--- src/hdl/sad_pkg.sv ---
// Shared types and constants for the stereo SAD disparity block.
// No dependencies; every other file of the block imports this package.
package sad_pkg;

    // default sizes
    localparam int MAX_WIDTH_DEF = 1024;
    localparam int WINDOW_DEF    = 7;
    localparam int SEARCH_DEF    = 56;

    // fixed field widths
    localparam int PIX_W      = 8;
    localparam int DISP_W     = 6;
    localparam int ROW_W      = 12;
    localparam int COL_W      = 10;
    localparam int IMG_W_W    = 11;
    localparam int IMG_H_W    = 13;
    localparam int CFG_IDX_W  = 1;
    localparam int CFG_DATA_W = 13;
    localparam int DIM_CMP_W  = 13;

    // frame limits and register reset values
    localparam int MIN_DIM      = 16;
    localparam int MAX_HEIGHT   = 4096;
    localparam int RESET_WIDTH  = 640;
    localparam int RESET_HEIGHT = 480;

    // configuration register indexes
    typedef enum logic [CFG_IDX_W-1:0] {
        REG_IMAGE_WIDTH  = 1'b0,
        REG_IMAGE_HEIGHT = 1'b1
    } cfg_reg_t;

    // controller states
    typedef enum logic [2:0] {
        ST_IDLE,
        ST_CHECK,
        ST_CAND,
        ST_READ,
        ST_ACC,
        ST_NEXT,
        ST_RESULT
    } sad_state_t;

    // controller to datapath
    typedef struct packed {
        logic start_search;
        logic cand_init;
        logic rd;
        logic acc;
        logic cand_done;
        logic load_out;
    } sad_cmd_t;

    // datapath to controller
    typedef struct packed {
        logic need_out;
        logic need_match;
        logic last_px;
        logic last_cand;
        logic out_busy;
    } sad_sts_t;

endpackage

--- src/hdl/sad_ctrl.sv ---
// Sequencer for the SAD search: walks candidates and block pixels.
// Depends on sad_pkg (state, command and status types).
module sad_ctrl
    import sad_pkg::*;
(
    input  logic     clk,
    input  logic     rst_n,
    input  logic     in_valid,
    output logic     in_ready,
    input  sad_sts_t sts,
    output sad_cmd_t cmd
);

    sad_state_t state_reg;
    sad_state_t state_next;

    // state register
    always_ff @(posedge clk or negedge rst_n)
    begin
        if (!rst_n)
        begin
            state_reg <= ST_IDLE;
        end
        else
        begin
            state_reg <= state_next;
        end
    end

    // next state
    always_comb
    begin
        state_next = state_reg;
        unique case (state_reg)
            ST_IDLE:
            begin
                if (in_valid)
                begin
                    state_next = ST_CHECK;
                end
            end
            ST_CHECK:
            begin
                if (!sts.need_out)
                begin
                    state_next = ST_IDLE;
                end
                else if (sts.need_match)
                begin
                    state_next = ST_CAND;
                end
                else
                begin
                    state_next = ST_RESULT;
                end
            end
            ST_CAND:
            begin
                state_next = ST_READ;
            end
            ST_READ:
            begin
                state_next = ST_ACC;
            end
            ST_ACC:
            begin
                state_next = sts.last_px ? ST_NEXT : ST_READ;
            end
            ST_NEXT:
            begin
                state_next = sts.last_cand ? ST_RESULT : ST_CAND;
            end
            ST_RESULT:
            begin
                if (!sts.out_busy)
                begin
                    state_next = ST_IDLE;
                end
            end
            default:
            begin
                state_next = ST_IDLE;
            end
        endcase
    end

    // outputs
    always_comb
    begin
        cmd      = '0;
        in_ready = 1'b0;
        unique case (state_reg)
            ST_IDLE:
            begin
                in_ready = 1'b1;
            end
            ST_CHECK:
            begin
                cmd.start_search = sts.need_out & sts.need_match;
            end
            ST_CAND:
            begin
                cmd.cand_init = 1'b1;
            end
            ST_READ:
            begin
                cmd.rd = 1'b1;
            end
            ST_ACC:
            begin
                cmd.acc = 1'b1;
            end
            ST_NEXT:
            begin
                cmd.cand_done = 1'b1;
            end
            ST_RESULT:
            begin
                cmd.load_out = !sts.out_busy;
            end
            default:
            begin
                in_ready = 1'b0;
            end
        endcase
    end

endmodule

--- config.mk ---
export PLATFORM = sky130hd
export DESIGN_NAME = sad_ctrl
export DESIGN_NICKNAME = d
export VERILOG_FILES = /design/src/hdl/sad_pkg.sv /design/src/hdl/sad_ctrl.sv
export SDC_FILE = /design/constraint.sdc
export NUM_CORES = 1
export LEC_CHECK = 0
export BUFFER_PORTS_ARGS = -buffer_cell sky130_fd_sc_hd__buf_2
export CAP_MARGIN = 10
export CORE_AREA = 2 2 39 41
export DETAILED_ROUTE_END_ITERATION = 8
export DIE_AREA = 0 0 41 43
export GPL_ROUTABILITY_DRIVEN = 0
export GPL_TIMING_DRIVEN = 0
export PLACE_DENSITY = 0.47
export SKIP_CTS_REPAIR_TIMING = 1
export SLEW_MARGIN = 5
export SYNTH_ARGS = -nofsm -noshare
export SYNTH_HDL_FRONTEND = slang
export SYNTH_SLANG_ARGS = --single-unit
--- constraint.sdc ---
create_clock -name clk -period 0.98 [get_ports clk]
set_input_delay 0.049 -clock clk [delete_from_list [all_inputs] [get_ports clk]]
set_output_delay 0.049 -clock clk [all_outputs]
set_load 0.02 [all_outputs]
==> results.md <==
* Die X at 41 um
* Proportion of layout cells with a drive suffix above 1 at 66.0%
* Routed vias at 286
* H-tree depth at 1
* RR Startpoint: state_reg[1]
* Overflow after GRT at 0
* Initial Utilization at 17.1%
* Tightest Hold Check Type: in2reg
* Synth top cells by count: nor3_1, dfrtp_1, nor2_1
* Worst slew pin tran at 203 ps
* Post-synth ARST share at 100%
* Initial DRC count at 1
* Post-synthesis mux area share at 0%
* Global-route wire length before repair at 883 um
* CP required at 930 ps
* Area Overhead vs Synth at 93.7%
* Critical Path Most Common Cell: buf_6
* Worst Setup Start Kind: flip-flop
* Core Area at 0.00138 sq mm
* IO Pins at 15
* Cell count of the worst reg-to-reg path at 3
* Die Y at 43 um
* Fin worst setup slack at -177 ps
* Yosys cell types at 20
* Diode count at 0
* Crit path arrival time at 1110 ps
* Number of global-route vias before repair at 229
* Max Slew Vio Count at 0
* Detailed-route wire length per cell at 10.7 um
* CTS tree: yes
* Setup Skew at 2.60 ps
* Cell area after placement at 327 sq um
* Simple-Gate Fraction of Synth Area at 36.0%
* DR DRC count at 0
* Fill count at 157
* Largest cells by area after synthesis: dfrtp_1, nor3_1, nor2b_4
* Fin area at 458 sq um
* Setup crit start: state_reg[2]
* DR pass1 iterations at 4
* Max Root-Sink Buffers at 2
* Clock net sink count at 3
* Status: finished, violations left
* Nets at 59
* Skew-Pair Late Insertion Delay at 230 ps
* Total track usage at 7.53%
* Crit-path cells: buf_6 > inv_8 > nor2_4 > and2_4 > buf_6
* Routed Antenna Nets at 0
* Worst setup path endpoint: cmd[1]
* Final Cycle Share at 118%
* Row cnt at 14
* Final Setup Violations at 8
* Mapped Nets at 37
* Initial antenna violation count at 0
* Slack of the worst reg-to-reg path at -170 ps
* Via density per instance at 4.33
* Worst path depth at 5
* Pin count of the biggest net entering global routing at 11
* XOR/XNOR Fraction of Synth Area at 0%
* CTS root buffer: clkbuf_4
* Max Clk Rate at 864 MHz
* Main flop type after synthesis: dfrtp_1
* Family with the most delay on the worst path: flip-flops
* Critical Path Max Stage Delay at 360 ps
* RSZ-0062 raised after global routing: yes
* Clock period minus worst slack at 1160 ps
* Total of warnings raised by yosys at 0
* P per Cell Area at 2990 mW/mm^2
* Largest family of logic cells by synthesized area: simple AND/OR/NAND/NOR gates
* Syn Inst Count at 29
* DIE AREA at 0.00176 sq mm
* Post-Synth Adder-Cell Area at 0%
* Critical path buffers and inverters at 3
* Synth Area in Compound Gates at 20.1%
* Number of flops mapped to enable cells by yosys at 0
* Crit path kind: reg2out
* Max-cap violations at 0
* Number of flip-flops in the largest register at 3
* Failing checks: setup timing
* Setup TNS at -1280 ps
* Synth Area per Inst at 8.15 sq um
* Worst reg2reg endpoint: state_reg[2]
* Crit Path Max Fanout at 8
* Fin Hold WS at 120 ps
* Pleak at 0.223 nW
* Final wirelength at 704 um
* Most numerous cell in the Yosys netlist: nor3_1
* Yosys top cell area share at 31.7%
* Slowest cell on the critical path: dfrtp_1
* I/O Buffers at 14
* Yosys reg bits at 3
* Slew headroom at 86.4%
* Clock slew at reported path FFs at 40 ps
* Post-DP HPWL at 436 um
* Biggest area consumer among synthesized cells: dfrtp_1
* Synth Cell Area at 236 sq um
* CP endpoint kind: primary output
* TritonCTS Buffers at 3
* Max IR drop VDD at 0.621 mV
* Hold Fails Final Rpt at 0
* Final Total Pwr at 1.37 mW
* Seq/Total Area, Yosys at 31.7%
metrics by stage:
step                worst slack [ps]  std cells  utilization [%]
finish                          -177         66             33.1
global route                    -230         66             33.1
CTS                             -306         63             25.5
detailed placement              -133         59             23.6
global placement                -140         59             23.6
floorplan                       -101         29                -
final cells by class:
type	instances	area [sq um]	share of cell area [%]
Clock buffer	4	26.3	5.74
Buffer	3	33.8	7.38
Timing Repair Buffer	17	118	25.7
Sequential cell	3	75.1	16.4
Inverter	2	15.0	3.28
Tap cell	16	20.0	4.37
Multi-Input combinational cell	21	170	37.2
worst register-to-register path, stage by stage, from the launching register on:
cell and delay [ps]:
dfrtp_1 400, buf_2 160, o211a_1 200, a221o_1 270
cell families (layout without fill, tap and decap cells):
logic type | Yosys count | count (layout)
AOI/OAI and AO/OA | 6 | 6
buffers and inverters | 5 | 26
DFF | 3 | 3
and+or+nand+nor | 15 | 15
worst min-delay path by stage:
stage	startpoint	to	depth (start not counted)	slack (ps)
floorplan	rst_n	state_reg[0]	0	-250
global placement	rst_n	state_reg[2]	1	-150
detailed placement	rst_n	state_reg[2]	1	-150
CTS	rst_n	state_reg[0]	1	-400
global route	sts[0]	state_reg[1]	3	140
finish	sts[0]	state_reg[1]	3	120
where the power goes:
group	switching (mW)	internal [mW]	leakage, nW
clock network	0.0632	0.153	0.0150
logic	0.496	0.441	0.170
registers	0.0362	0.182	0.0376
per-layer routing:
layer	routed length (um)	vias up	GRT usage, %	part of all wire [%]
li1	-	144	-	-
met1	326	128	9.65	46
met5	0	-	0	0
met3	32	2	0	4.5
met4	12	0	8.00	1.7
met2	331	12	10.3	47
cells in the final DEF (no fill, tap or decap), drive strengths merged:
cell         count
nand2            1
a221o            1
o32ai            1
nand2b           1
dlygate4sd3      1
a21oi            1
nor3             5
clkbuf           4
o211a            1
buf             19
a211oi           1
o22ai            1
and3             1
inv              2
and2             1
nor2b            2
nand3            1
nor2             3
dfrtp            3
Note: power is estimated with default switching activity, not from simulation.
